===== config.mk =====
export PLATFORM = sky130hd
export DESIGN_NAME = utf16le_to_utf8_transcoder_top_flat
export DESIGN_NICKNAME = d
export VERILOG_FILES = /design/src/rtl/u16u8_pkg.sv /design/src/rtl/u16u8_if.sv /design/src/rtl/u16u8_front.sv /design/src/rtl/u16u8_queue.sv /design/src/rtl/u16u8_back.sv /design/src/rtl/utf16le_to_utf8_transcoder_top.sv /design/src/flat_wrapper.sv
export SDC_FILE = /design/constraint.sdc
export NUM_CORES = 1
export LEC_CHECK = 0
export ABC_AREA = 0
export BUFFER_PORTS_ARGS = -buffer_cell sky130_fd_sc_hd__buf_2
export CORE_ASPECT_RATIO = 0.7
export CORE_UTILIZATION = 45
export DETAILED_ROUTE_END_ITERATION = 12
export HOLD_SLACK_MARGIN = 0.1
export PLACE_DENSITY = 0.69
export SLEW_MARGIN = 20
export SYNTH_ARGS = -nofsm -noshare
export SYNTH_HDL_FRONTEND = slang
export SYNTH_HIERARCHICAL = 1
export SYNTH_SLANG_ARGS = --single-unit

===== constraint.sdc =====
create_clock -name clock -period 10.9 [get_ports clock]
set_clock_uncertainty 0.1 [all_clocks]
set_input_delay 1.635 -clock clock [delete_from_list [all_inputs] [get_ports clock]]
set_output_delay 1.635 -clock clock [all_outputs]
set_load 0.02 [all_outputs]

===== src/rtl/u16u8_pkg.sv =====
// Shared types, constants and UTF-8 byte helpers for the UTF-16LE to UTF-8 transcoder.
// No dependencies; the front end, queue, back end and top import this package.
package u16u8_pkg;

   localparam int unsigned CP_W = 21;

   localparam logic [15:0] SUR_HIGH_MIN = 16'hD800;
   localparam logic [15:0] SUR_HIGH_MAX = 16'hDBFF;
   localparam logic [15:0] SUR_LOW_MIN  = 16'hDC00;
   localparam logic [15:0] SUR_LOW_MAX  = 16'hDFFF;
   localparam logic [15:0] BOM_UNIT     = 16'hFEFF;
   localparam logic [5:0]  SUR_HIGH_TAG = 6'b110110;

   localparam logic [CP_W-1:0] SUPP_BASE = 21'h10000;
   localparam logic [CP_W-1:0] ONE_MAX   = 21'h7F;
   localparam logic [CP_W-1:0] TWO_MAX   = 21'h7FF;
   localparam logic [CP_W-1:0] THREE_MAX = 21'hFFFF;

   localparam logic [7:0] LEAD2 = 8'hC0;
   localparam logic [7:0] LEAD3 = 8'hE0;
   localparam logic [7:0] LEAD4 = 8'hF0;
   localparam logic [7:0] CONT  = 8'h80;

   typedef logic [CP_W-1:0] cp_type;
   // Index of a byte within one UTF-8 sequence, also used for the index of its last byte.
   typedef logic [1:0] bidx_type;

   localparam bidx_type IDX_FIRST  = 2'd0;
   localparam bidx_type IDX_SECOND = 2'd1;
   localparam bidx_type IDX_THIRD  = 2'd2;
   localparam bidx_type IDX_FOURTH = 2'd3;

   // One queued work packet: up to two code points, plus the end-of-text flag.
   // With no code point at all it stands for a bare end marker.
   typedef struct packed {
      logic     a_valid;
      cp_type   a_cp;
      bidx_type a_last;
      logic     b_valid;
      cp_type   b_cp;
      bidx_type b_last;
      logic     fin;
   } entry_type;

   function automatic bidx_type last_index(cp_type cp);
      bidx_type r;
      if (cp <= ONE_MAX) begin
         r = IDX_FIRST;
      end else if (cp <= TWO_MAX) begin
         r = IDX_SECOND;
      end else if (cp <= THREE_MAX) begin
         r = IDX_THIRD;
      end else begin
         r = IDX_FOURTH;
      end
      return r;
   endfunction

   function automatic logic [7:0] utf8_byte(cp_type cp, bidx_type last, bidx_type idx);
      logic [7:0] r;
      unique case (last)
         IDX_FIRST: begin
            r = cp[7:0];
         end
         IDX_SECOND: begin
            r = (idx == IDX_FIRST) ? (LEAD2 | {3'b000, cp[10:6]}) : (CONT | {2'b00, cp[5:0]});
         end
         IDX_THIRD: begin
            unique case (idx)
               IDX_FIRST:  r = LEAD3 | {4'b0000, cp[15:12]};
               IDX_SECOND: r = CONT | {2'b00, cp[11:6]};
               default:    r = CONT | {2'b00, cp[5:0]};
            endcase
         end
         default: begin
            unique case (idx)
               IDX_FIRST:  r = LEAD4 | {5'b00000, cp[20:18]};
               IDX_SECOND: r = CONT | {2'b00, cp[17:12]};
               IDX_THIRD:  r = CONT | {2'b00, cp[11:6]};
               default:    r = CONT | {2'b00, cp[5:0]};
            endcase
         end
      endcase
      return r;
   endfunction

endpackage


===== src/rtl/u16u8_if.sv =====
// Valid/ready channel interfaces for the transcoder's byte input and UTF-8 output.
// No dependencies.
interface u16u8_req_if;
   logic       valid;
   logic       ready;
   logic [7:0] data_byte;
   logic       final_byte;

   modport source (output valid, output data_byte, output final_byte, input ready);
   modport sink (input valid, input data_byte, input final_byte, output ready);
endinterface

interface u16u8_rsp_if;
   logic       valid;
   logic       ready;
   logic [7:0] out_byte;
   logic       byte_valid;
   logic       run_last;
   logic       text_end;

   modport source (output valid, output out_byte, output byte_valid, output run_last,
                   output text_end, input ready);
   modport sink (input valid, input out_byte, input byte_valid, input run_last,
                 input text_end, output ready);
endinterface


===== src/rtl/u16u8_front.sv =====
// Front end: pairs input bytes into UTF-16 units, tracks surrogates and the byte-order mark,
// and turns accepted bytes into queue packets of code points. Uses u16u8_pkg, u16u8_req_if.
module u16u8_front (
   input  logic                  clock,
   input  logic                  reset,
   u16u8_req_if.sink             req,
   input  logic                  queue_full,
   output logic                  push,
   output u16u8_pkg::entry_type  push_data
);
   import u16u8_pkg::*;

   logic [7:0] held_low_ff, held_low_in;
   logic       phase_ff, phase_in;
   logic [9:0] pend_bits_ff, pend_bits_in;
   logic       pend_valid_ff, pend_valid_in;
   logic       start_ff, start_in;

   logic       accept;
   logic [15:0] unit;
   logic       is_bom, is_low, is_high;
   cp_type     flush_cp, combined_cp;
   logic       x_valid, y_valid;
   cp_type     x_cp, y_cp;

   assign req.ready = !queue_full;
   assign accept    = req.valid && !queue_full;

   assign unit        = {req.data_byte, held_low_ff};
   assign is_bom      = start_ff && (unit == BOM_UNIT);
   assign is_low      = (unit >= SUR_LOW_MIN) && (unit <= SUR_LOW_MAX);
   assign is_high     = (unit >= SUR_HIGH_MIN) && (unit <= SUR_HIGH_MAX);
   assign flush_cp    = {5'b00000, SUR_HIGH_TAG, pend_bits_ff};
   assign combined_cp = SUPP_BASE + {1'b0, pend_bits_ff, unit[9:0]};

   always_comb begin
      x_valid       = 1'b0;
      x_cp          = flush_cp;
      y_valid       = 1'b0;
      y_cp          = {5'b00000, unit};
      held_low_in   = held_low_ff;
      phase_in      = phase_ff;
      pend_bits_in  = pend_bits_ff;
      pend_valid_in = pend_valid_ff;
      start_in      = start_ff;

      if (!phase_ff) begin
         held_low_in = req.data_byte;
         phase_in    = 1'b1;
         // A high surrogate still held at the end of a text goes out on its own.
         if (req.final_byte) begin
            x_valid = pend_valid_ff;
         end
      end else begin
         phase_in = 1'b0;
         start_in = 1'b0;
         priority if (is_bom) begin
            // Leading byte-order mark: dropped silently.
         end else if (pend_valid_ff && is_low) begin
            x_valid       = 1'b1;
            x_cp          = combined_cp;
            pend_valid_in = 1'b0;
            pend_bits_in  = '0;
         end else begin
            x_valid = pend_valid_ff;
            if (is_high) begin
               pend_valid_in = 1'b1;
               pend_bits_in  = unit[9:0];
               // At end of text the new high surrogate is flushed as itself.
               y_valid       = req.final_byte;
            end else begin
               pend_valid_in = 1'b0;
               pend_bits_in  = '0;
               y_valid       = 1'b1;
            end
         end
      end

      if (req.final_byte) begin
         phase_in      = 1'b0;
         pend_valid_in = 1'b0;
         pend_bits_in  = '0;
         start_in      = 1'b1;
      end
   end

   always_comb begin
      push_data.fin = req.final_byte;
      if (x_valid) begin
         push_data.a_valid = 1'b1;
         push_data.a_cp    = x_cp;
         push_data.b_valid = y_valid;
         push_data.b_cp    = y_cp;
      end else begin
         push_data.a_valid = y_valid;
         push_data.a_cp    = y_cp;
         push_data.b_valid = 1'b0;
         push_data.b_cp    = y_cp;
      end
      push_data.a_last = last_index(push_data.a_cp);
      push_data.b_last = last_index(push_data.b_cp);
   end

   assign push = accept && (x_valid || y_valid || req.final_byte);

   always_ff @(posedge clock) begin
      if (reset) begin
         phase_ff      <= 1'b0;
         pend_valid_ff <= 1'b0;
         pend_bits_ff  <= '0;
         start_ff      <= 1'b1;
         held_low_ff   <= '0;
      end else if (accept) begin
         phase_ff      <= phase_in;
         pend_valid_ff <= pend_valid_in;
         pend_bits_ff  <= pend_bits_in;
         start_ff      <= start_in;
         held_low_ff   <= held_low_in;
      end
   end

endmodule


===== src/rtl/u16u8_queue.sv =====
// Short register queue of code-point packets between the front end and the byte serializer.
// Uses u16u8_pkg for the packet type.
module u16u8_queue #(
   parameter int unsigned DEPTH = 4
) (
   input  logic                  clock,
   input  logic                  reset,
   input  logic                  push,
   input  u16u8_pkg::entry_type  push_data,
   input  logic                  pop,
   output u16u8_pkg::entry_type  head,
   output logic                  full,
   output logic                  empty
);
   import u16u8_pkg::*;

   localparam int unsigned PTR_W = (DEPTH > 1) ? $clog2(DEPTH) : 1;
   localparam int unsigned CNT_W = $clog2(DEPTH + 1);

   entry_type        mem_ff [DEPTH];
   logic [PTR_W-1:0] wr_ptr_ff, wr_ptr_in;
   logic [PTR_W-1:0] rd_ptr_ff, rd_ptr_in;
   logic [CNT_W-1:0] count_ff, count_in;
   logic             do_push, do_pop;

   assign full    = (count_ff == CNT_W'(DEPTH));
   assign empty   = (count_ff == '0);
   assign head    = mem_ff[rd_ptr_ff];
   assign do_push = push && !full;
   assign do_pop  = pop && !empty;

   always_comb begin
      wr_ptr_in = wr_ptr_ff;
      rd_ptr_in = rd_ptr_ff;
      count_in  = count_ff;
      if (do_push) begin
         wr_ptr_in = (wr_ptr_ff == PTR_W'(DEPTH - 1)) ? '0 : wr_ptr_ff + 1'b1;
      end
      if (do_pop) begin
         rd_ptr_in = (rd_ptr_ff == PTR_W'(DEPTH - 1)) ? '0 : rd_ptr_ff + 1'b1;
      end
      if (do_push && !do_pop) begin
         count_in = count_ff + 1'b1;
      end else if (do_pop && !do_push) begin
         count_in = count_ff - 1'b1;
      end
   end

   always_ff @(posedge clock) begin
      if (reset) begin
         wr_ptr_ff <= '0;
         rd_ptr_ff <= '0;
         count_ff  <= '0;
      end else begin
         wr_ptr_ff <= wr_ptr_in;
         rd_ptr_ff <= rd_ptr_in;
         count_ff  <= count_in;
      end
   end

   always_ff @(posedge clock) begin
      if (do_push) begin
         mem_ff[wr_ptr_ff] <= push_data;
      end
   end

endmodule


===== src/rtl/u16u8_back.sv =====
// Back end: walks the queue head one UTF-8 byte per cycle, while the output is not stalled,
// into a registered output beat. Uses u16u8_pkg and u16u8_rsp_if.
module u16u8_back (
   input  logic                  clock,
   input  logic                  reset,
   input  u16u8_pkg::entry_type  head,
   input  logic                  empty,
   output logic                  pop,
   u16u8_rsp_if.source           rsp
);
   import u16u8_pkg::*;

   logic       sel_ff, sel_in;
   bidx_type   idx_ff, idx_in;
   logic       rsp_valid_ff, rsp_valid_in;
   logic [7:0] out_byte_ff;
   logic       byte_valid_ff, run_last_ff, text_end_ff;

   logic       load, emit;
   cp_type     cur_cp;
   bidx_type   cur_last;
   logic       cp_done, item_done;
   logic [7:0] next_byte;

   assign load      = !rsp_valid_ff || rsp.ready;
   assign emit      = load && !empty;
   assign cur_cp    = sel_ff ? head.b_cp : head.a_cp;
   assign cur_last  = sel_ff ? head.b_last : head.a_last;
   assign cp_done   = (idx_ff == cur_last);
   // A packet without code points is a bare end marker and takes a single beat.
   assign item_done = !head.a_valid || (cp_done && (sel_ff || !head.b_valid));
   assign next_byte = head.a_valid ? utf8_byte(cur_cp, cur_last, idx_ff) : 8'h00;
   assign pop       = emit && item_done;

   always_comb begin
      sel_in       = sel_ff;
      idx_in       = idx_ff;
      rsp_valid_in = rsp_valid_ff && !rsp.ready;
      if (emit) begin
         rsp_valid_in = 1'b1;
         if (item_done) begin
            sel_in = 1'b0;
            idx_in = IDX_FIRST;
         end else if (cp_done) begin
            sel_in = 1'b1;
            idx_in = IDX_FIRST;
         end else begin
            idx_in = idx_ff + 1'b1;
         end
      end
   end

   always_ff @(posedge clock) begin
      if (reset) begin
         sel_ff       <= 1'b0;
         idx_ff       <= IDX_FIRST;
         rsp_valid_ff <= 1'b0;
      end else begin
         sel_ff       <= sel_in;
         idx_ff       <= idx_in;
         rsp_valid_ff <= rsp_valid_in;
      end
   end

   always_ff @(posedge clock) begin
      if (emit) begin
         out_byte_ff   <= next_byte;
         byte_valid_ff <= head.a_valid;
         run_last_ff   <= item_done;
         text_end_ff   <= item_done && head.fin;
      end
   end

   assign rsp.valid      = rsp_valid_ff;
   assign rsp.out_byte   = out_byte_ff;
   assign rsp.byte_valid = byte_valid_ff;
   assign rsp.run_last   = run_last_ff;
   assign rsp.text_end   = text_end_ff;

endmodule


===== src/rtl/utf16le_to_utf8_transcoder_top.sv =====
// UTF-16LE to UTF-8 transcoder. One input byte is accepted per cycle while the packet queue
// has room; the serializer sends one UTF-8 byte per cycle while the output is not stalled,
// and a code point yields 1 to 4 output bytes. A packet made from accepted bytes is written
// into the queue, and the output register loads from the queue head once the output is free.
// Synchronous active-high reset empties the queue and returns to the start-of-text state.
module utf16le_to_utf8_transcoder_top #(
   parameter int unsigned QUEUE_DEPTH = 4
) (
   input  logic         clock,
   input  logic         reset,
   u16u8_req_if.sink    req,
   u16u8_rsp_if.source  rsp
);
   import u16u8_pkg::*;

   logic      push, pop, full, empty;
   entry_type push_data, head;

   u16u8_front u_front (
      .clock      (clock),
      .reset      (reset),
      .req        (req),
      .queue_full (full),
      .push       (push),
      .push_data  (push_data)
   );

   u16u8_queue #(
      .DEPTH (QUEUE_DEPTH)
   ) u_queue (
      .clock     (clock),
      .reset     (reset),
      .push      (push),
      .push_data (push_data),
      .pop       (pop),
      .head      (head),
      .full      (full),
      .empty     (empty)
   );

   u16u8_back u_back (
      .clock (clock),
      .reset (reset),
      .head  (head),
      .empty (empty),
      .pop   (pop),
      .rsp   (rsp)
   );

endmodule

===== src/flat_wrapper.sv =====
// flat-port wrapper written by rule: the top's interface ports become plain ports
module utf16le_to_utf8_transcoder_top_flat import u16u8_pkg::*;
#(
   parameter int unsigned QUEUE_DEPTH = 4
)
  (clock, reset, req_valid, req_data_byte, req_final_byte, req_ready, rsp_valid, rsp_out_byte, rsp_byte_valid, rsp_run_last, rsp_text_end, rsp_ready);
  u16u8_req_if req_i ();
  u16u8_rsp_if rsp_i ();
  input  logic clock;
  input  logic reset;
  input wire logic [$bits(req_i.valid)-1:0] req_valid;
  input wire logic [$bits(req_i.data_byte)-1:0] req_data_byte;
  input wire logic [$bits(req_i.final_byte)-1:0] req_final_byte;
  output wire logic [$bits(req_i.ready)-1:0] req_ready;
  output wire logic [$bits(rsp_i.valid)-1:0] rsp_valid;
  output wire logic [$bits(rsp_i.out_byte)-1:0] rsp_out_byte;
  output wire logic [$bits(rsp_i.byte_valid)-1:0] rsp_byte_valid;
  output wire logic [$bits(rsp_i.run_last)-1:0] rsp_run_last;
  output wire logic [$bits(rsp_i.text_end)-1:0] rsp_text_end;
  input wire logic [$bits(rsp_i.ready)-1:0] rsp_ready;
  assign req_i.valid = req_valid;
  assign req_i.data_byte = req_data_byte;
  assign req_i.final_byte = req_final_byte;
  assign req_ready = req_i.ready;
  assign rsp_valid = rsp_i.valid;
  assign rsp_out_byte = rsp_i.out_byte;
  assign rsp_byte_valid = rsp_i.byte_valid;
  assign rsp_run_last = rsp_i.run_last;
  assign rsp_text_end = rsp_i.text_end;
  assign rsp_i.ready = rsp_ready;
  utf16le_to_utf8_transcoder_top #(.QUEUE_DEPTH(QUEUE_DEPTH)) u_core (.clock(clock), .reset(reset), .req(req_i), .rsp(rsp_i));
endmodule

[Yosys cells after proc, flatten, opt, wreduce, memory -nomap -nowiden]
Memory sizes are Yosys's and may differ from the RTL's. A register that Yosys moved wholly into a read port is not among the register bits.
Index checks and enable logic that the tools add are counted.
Operators by class
  add/subtract/negate cells: 6
  order comparisons: 10
  equality and inequality tests: 10
  mux-type cells: 52
  bitwise gates (word level): 1
  reductions and logical operators: 38
Operators by type and width (number)
  2-to-1 mux 21 bit: 4
  2-to-1 mux 10 bit: 5
  2-to-1 mux 22 bit: 2
  less-or-equal comparator 21 x 11 -> 1 bit (second input constant): 2
  less-or-equal comparator 21 x 16 -> 1 bit (second input constant): 2
  less-or-equal comparator 21 x 7 -> 1 bit (second input constant): 2
  greater-or-equal comparator 16 bit (second input constant): 2
  less-or-equal comparator 16 bit (second input constant): 2
  2-to-1 mux 1 bit: 24
  one-hot mux 8 bit (3 select lines): 1
  2-to-1 mux 2 bit: 11
  adder 17 x 20 -> 21 bit (first input constant): 1
  one-hot mux 7 bit (3 select lines): 1
  == test 16 bit (second input constant): 1
  logical AND 1 bit: 15
  one-hot mux 7 bit (2 select lines): 1
  == test 2 bit (second input constant): 4
  zero test 1 bit: 8
  2-to-1 mux 7 bit: 1
  adder 2 x 1 -> 2 bit (second input constant): 3
  2-to-1 mux 3 bit: 2
  AND reduction 2 bit: 3
  nonzero test 2 bit: 3
  logical OR 1 bit: 5
  other kinds (10): 12
Storage, ports and cells
  register bits after elaboration: 43
  RAM bits: 196
  bits of input ports: 13
  output and inout bits: 13
  memories kept: 1
Memory list
  u_core.u_queue.mem_ff: depth 4, bits a word 49, read ports 1, clocked after Yosys merged registers in 1, write ports 1, RTL line u16u8_queue.sv:20  | entry_type mem_ff [DEPTH];

[Longest topological paths before layout]
  word-level depth: 14
  gate-level depth with buffers: 15
  gate-level depth less buffers: 13

[Cells and area by module]
The synthesis kept the hierarchy.
By module, submodules not included
  u16u8_queue: times used 1, cells each 306, area each 7563.5 µm², sequential area each 6065.8 µm²
  u16u8_front: times used 1, cells each 210, area each 1614.0 µm², sequential area each 420.4 µm²
  u16u8_back: times used 1, cells each 142, area each 1381.3 µm², sequential area each 410.4 µm²

[Worst setup path after synthesis]
Ideal clock, no wire load.
  kind: input to register
  start: input req_data_byte[0]
  end: memory u_core/u_queue/mem_ff[0][0] (netlist name), enable pin
  setup time: 0.412 ns
  arrival: 3.708 ns
  data required time: 10.388 ns
  setup slack: 6.680 ns
  stages on the path: 6
  cell sequence: nand4b_1 > nor2_1 > a32oi_1 > a2bb2oi_1 > o21a_1 > and3_1
On the way
  cells in the longest elaborated chain, start to end: 12
Ends and longest elaborated chain
  start: declaration: RTL line flat_wrapper.sv:12  | input wire logic [$bits(req_i.data_byte)-1:0] req_data_byte;
  greater-or-equal comparator 16 bit, or another cell as far along: RTL line u16u8_front.sv:32  | assign is_high = (unit >= SUR_HIGH_MIN) && (unit <= SUR_HIGH_MAX);
  logical AND 1 bit (on tied branches): RTL line u16u8_front.sv:32, u16u8_front.sv:31
  2-to-1 mux 1 bit or logical AND 1 bit (tied branches): RTL line u16u8_front.sv:66, u16u8_front.sv:59
  2-to-1 mux 1 bit: RTL line u16u8_front.sv:59  | end else if (pend_valid_ff && is_low) begin
  2-to-1 mux 1 bit: RTL line u16u8_front.sv:57  | priority if (is_bom) begin
  2-to-1 mux 1 bit: RTL line u16u8_front.sv:47  | if (!phase_ff) begin
  logical OR 1 bit * (2 in a row): RTL line u16u8_front.sv:104  | assign push = accept && (x_valid || y_valid || req.final_byte);
  logical AND 1 bit *: RTL line u16u8_front.sv:104
  net u_core.push: RTL line utf16le_to_utf8_transcoder_top.sv:16  | logic push, pop, full, empty;
  logical AND 1 bit *: RTL line u16u8_queue.sv:29  | assign do_push = push && !full;
  2-to-1 mux 1 bit *: RTL line u16u8_queue.sv:62  | if (do_push) begin
  2-to-1 mux 1 bit (implied by the code) *: RTL line u16u8_queue.sv:63  | mem_ff[wr_ptr_ff] <= push_data;
  end: declaration: RTL line u16u8_queue.sv:20
Mark *: on every way through the listed nets, which the timed path passes. The rest lies on a longest branch.

==> qor.yml <==
status: "finished, final reports clean"
globalplace.congestion: 0.862
timing.max_slew.rel_slack: 0.427
cts-hold-fix-buffers: 0
antenna_violating_nets_post_route: 0
synth.yosys.seq_area_share: 0.653
deepest_clock_path_buffer_count: 3
grt_overflow_total: 0
swShare: 0.283
ys.flop_type: "edfxtp_1"
synth_commonest_cells: "edfxtp_1 (207), mux4_2 (47), nand2_1 (38)"
power.share.combinational: 0.227
hp-start: "u_core/u_front/start_ff$_SDFFE_PP1P_"
boundaryPins: 26
vias_per_cell: 5.70
grt_start_max_net_pins: 50
path_clk_slew_ps: 60
final_setup_violations: 0
timing.max_cap.violations: 0
min_to: "u_core/u_front/start_ff$_SDFFE_PP1P_"
mappedNetlistArea_um2: 10600
critical_path.max_fanout: 35
flop_pwr_share: 0.463
cellLeakagePower_nw: 3.75
wire_length_of_the_first_global_routing_pass_um: 33600
p_int_mw: 1.82
hold_ws_ps: 394
min_path_cells: 2
critPathRequiredTime_ps: 11240
die_area_um2: 24100
ys_types: 67
synthesis.area_per_instance_um2: 16.0
insertion_delay_ps: 510
holdCritPathClass: "reg -> reg"
row_count: 46
detail_route.drc_violations: 0
synthesis.yosys.warnings: 6
design_power_total_mw: 2.54
drt_pre_antenna_iters: 5
chipHeight_um: 130
critical-path-slowest-cell: "buf_4"
yosys-top-cells-area: "edfxtp_1 (59%), mux4_2 (10%), dfxtp_1 (6.4%)"
initial_core_util: 0.462
tritoncts: "done"
final_layout_size_suffix_gt1_frac: 0.226
wl_per_cell_um: 22.2
detailroute.via_count: 5693
critical-path-max-stage-delay_ps: 640
type_of_the_setup_path_with_the_least_slack: "reg -> reg"
synth_async_sr_flop_share: 0
placement.io_buffers: 25
ff_latch_count_synth: 241
post-synth-top-area-cell: "edfxtp_1"
antenna_cells: 0
period_needed_ps: 4440
rr_worst_depth: 13
root_buffer_master: "clkbuf_16"
timing.critical_path.cells: "buf_4, mux4_2, mux2i_4, mux2i_1, nor4b_4, and2_1, o31ai_1, ha_1, inv_1, fa_1, xor2_1, or3_1, a21oi_1"
cts_htree_levels: 1
setup-tns-final_ps: 0
drt_iter0_drc: 718
gr-usage-all-layers: 0.191
vdd_drop_max_v: 0.000134
area_delta_synth_final_pct: 9.35
die_width_um: 185
clock_sinks: 241
critical_path.startpoint_type: "flop"
power.net_switching_uw: 718
power_density_nw_per_um2: 220
cts_post_setup_buffers_inserted: 0
fraction_of_the_cycle_the_final_worst_path_needs: 0.407
coreArea_um2: 22800
timing.fmax_ghz: 0.225
clock_power_share: 0.310
timing.final.max_slew_violations: 0
first_global_vias: 5690
yosysMostFrequentCell: "edfxtp_1"
postLayoutCellArea_um2: 11500
wl_um: 22100
synth_cells: 658
setup.reg_to_reg.worst_slack_ps: 6460
antenna_found_initial: 0
placedInstanceArea_um2: 10800
worst_ep_arrival_time_ps: 4790
numCtsBuffers: 23
worst_slew_pin_slew_ps: 853
final-hold-violation-count: 0
cts-resized-gates: 0
r2r_end: "u_core/u_queue/count_ff[2]$_SDFFE_PP0P_"
dp_hpwl_um: 13900
synth_edf_count: 207
yosys.area.top_type_share: 0.589
final_nets: 700
rsz0062_at_grt: "false"
critPathCaptureType: "flop"
==> cells by family after synthesis <==
group / after synthesis / share of synthesized area
DFF: 241 / 0.653
and+or+nand+nor: 133 / 0.0659
muxes: 101 / 0.160
AOI/OAI and AO/OA: 84 / 0.0512
buffers and inverters: 74 / 0.0427
adders and majority gates: 18 / 0.0220
xor gates and xnor gates: 6 / 0.00498
other: 1 / 0.000355
==> routing by layer <==
layer | wire, µm | share of wire | up-vias | global-route usage
met5 | 0 | 0 | - | 0
met4 | 340 | 0.015 | 0 | 0.0399
met3 | 1750 | 0.079 | 35 | 0.0394
met2 | 9690 | 0.44 | 240 | 0.291
met1 | 10300 | 0.47 | 2854 | 0.284
li1 | - | - | 2564 | -
==> placed cells by master, fill, tap and decap left out, types with 4 or more instances in the layout <==
cell type | Yosys | final
edfxtp_1 | 207 | 207
mux4_2 | 47 | 47
nand2_1 | 38 | 38
dfxtp_1 | 34 | 32
mux2i_1 | 29 | 29
nor2_1 | 26 | 26
buf_2 | 3 | 25
a21oi_1 | 25 | 25
clkbuf_16 | 0 | 23
inv_1 | 20 | 20
o21ai_0 | 20 | 20
mux2_2 | 20 | 20
nor3_1 | 17 | 17
ha_1 | 17 | 17
nand2b_1 | 15 | 15
clkbuf_1 | 12 | 9
buf_4 | 28 | 9
nand3_1 | 7 | 7
conb_1 | 1 | 5
a31oi_1 | 4 | 4
o22ai_1 | 4 | 4
o221ai_1 | 4 | 4
o21a_1 | 4 | 4
and3_2 | 0 | 4
==> metrics by stage <==
step / setup WS, ps / cells / util
2_1_floorplan: 6680 / 662 / -
3_3_place_gp: 6410 / 956 / 0.473
3_5_place_dp: 6290 / 956 / 0.473
4_1_cts: 6390 / 998 / 0.505
5_1_grt: 6170 / 998 / 0.505
6_report: 6460 / 998 / 0.505
==> worst max path at each step <==
stage | from | endpoint | depth (start not counted)
floorplan | req_data_byte[0] | u_core/u_queue/mem_ff[0][0]$_DFFE_PP_ | 6
global placement | req_data_byte[0] | u_core/u_queue/count_ff[2]$_SDFFE_PP0P_ | 14
detailed placement | req_data_byte[0] | u_core/u_queue/count_ff[2]$_SDFFE_PP0P_ | 14
CTS | flop | u_core/u_queue/count_ff[2]$_SDFFE_PP0P_ | 13
global route | flop | u_core/u_queue/count_ff[2]$_SDFFE_PP0P_ | 13
finish | flop | u_core/u_queue/count_ff[2]$_SDFFE_PP0P_ | 13
==> final cells by class <==
type	count	area, µm²
Fill cell	1878	11300
Sequential cell	241	6900
Multi-Input combinational cell	347	3230
Clock buffer	35	651
Tap cell	312	390
Timing Repair Buffer	34	193
Clock inverter	7	92.6
Inverter	22	83.8
==> sequential cells by signal, indices dropped and copies added (netlist names), 2 cells and up, named ones only <==
register,flops
u_core/u_queue/wr_ptr_ff,2
u_core/u_front/held_low_ff,8
u_core/u_back/rsp.out_byte,8
u_core/u_queue/count_ff,3
u_core/u_queue/mem_ff,196
u_core/u_front/pend_bits_ff,10
u_core/u_back/idx_ff,2
u_core/u_queue/rd_ptr_ff,2
==> power by group through the flow <==
stage          logic, mW  clock network, mW  registers [mW]
2_1_floorplan      0.425                  0            1.20
3_3_place_gp       0.557                  0            1.19
3_5_place_dp       0.573                  0            1.20
4_1_cts            0.576              0.801            1.18
5_1_grt            0.620              0.837            1.19
6_report           0.577              0.786            1.17
==> worst max-delay path: cells and delay by family, from the launching register on <==
family	cells	cell delay, ps
fa+ha+maj	2	670
buf+inv	2	700
xor+xnor	1	150
flops	1	550
compound gates	2	290
mux	3	1220
simple gates	3	680
No activity file was read; power rests on OpenSTA's default activity.
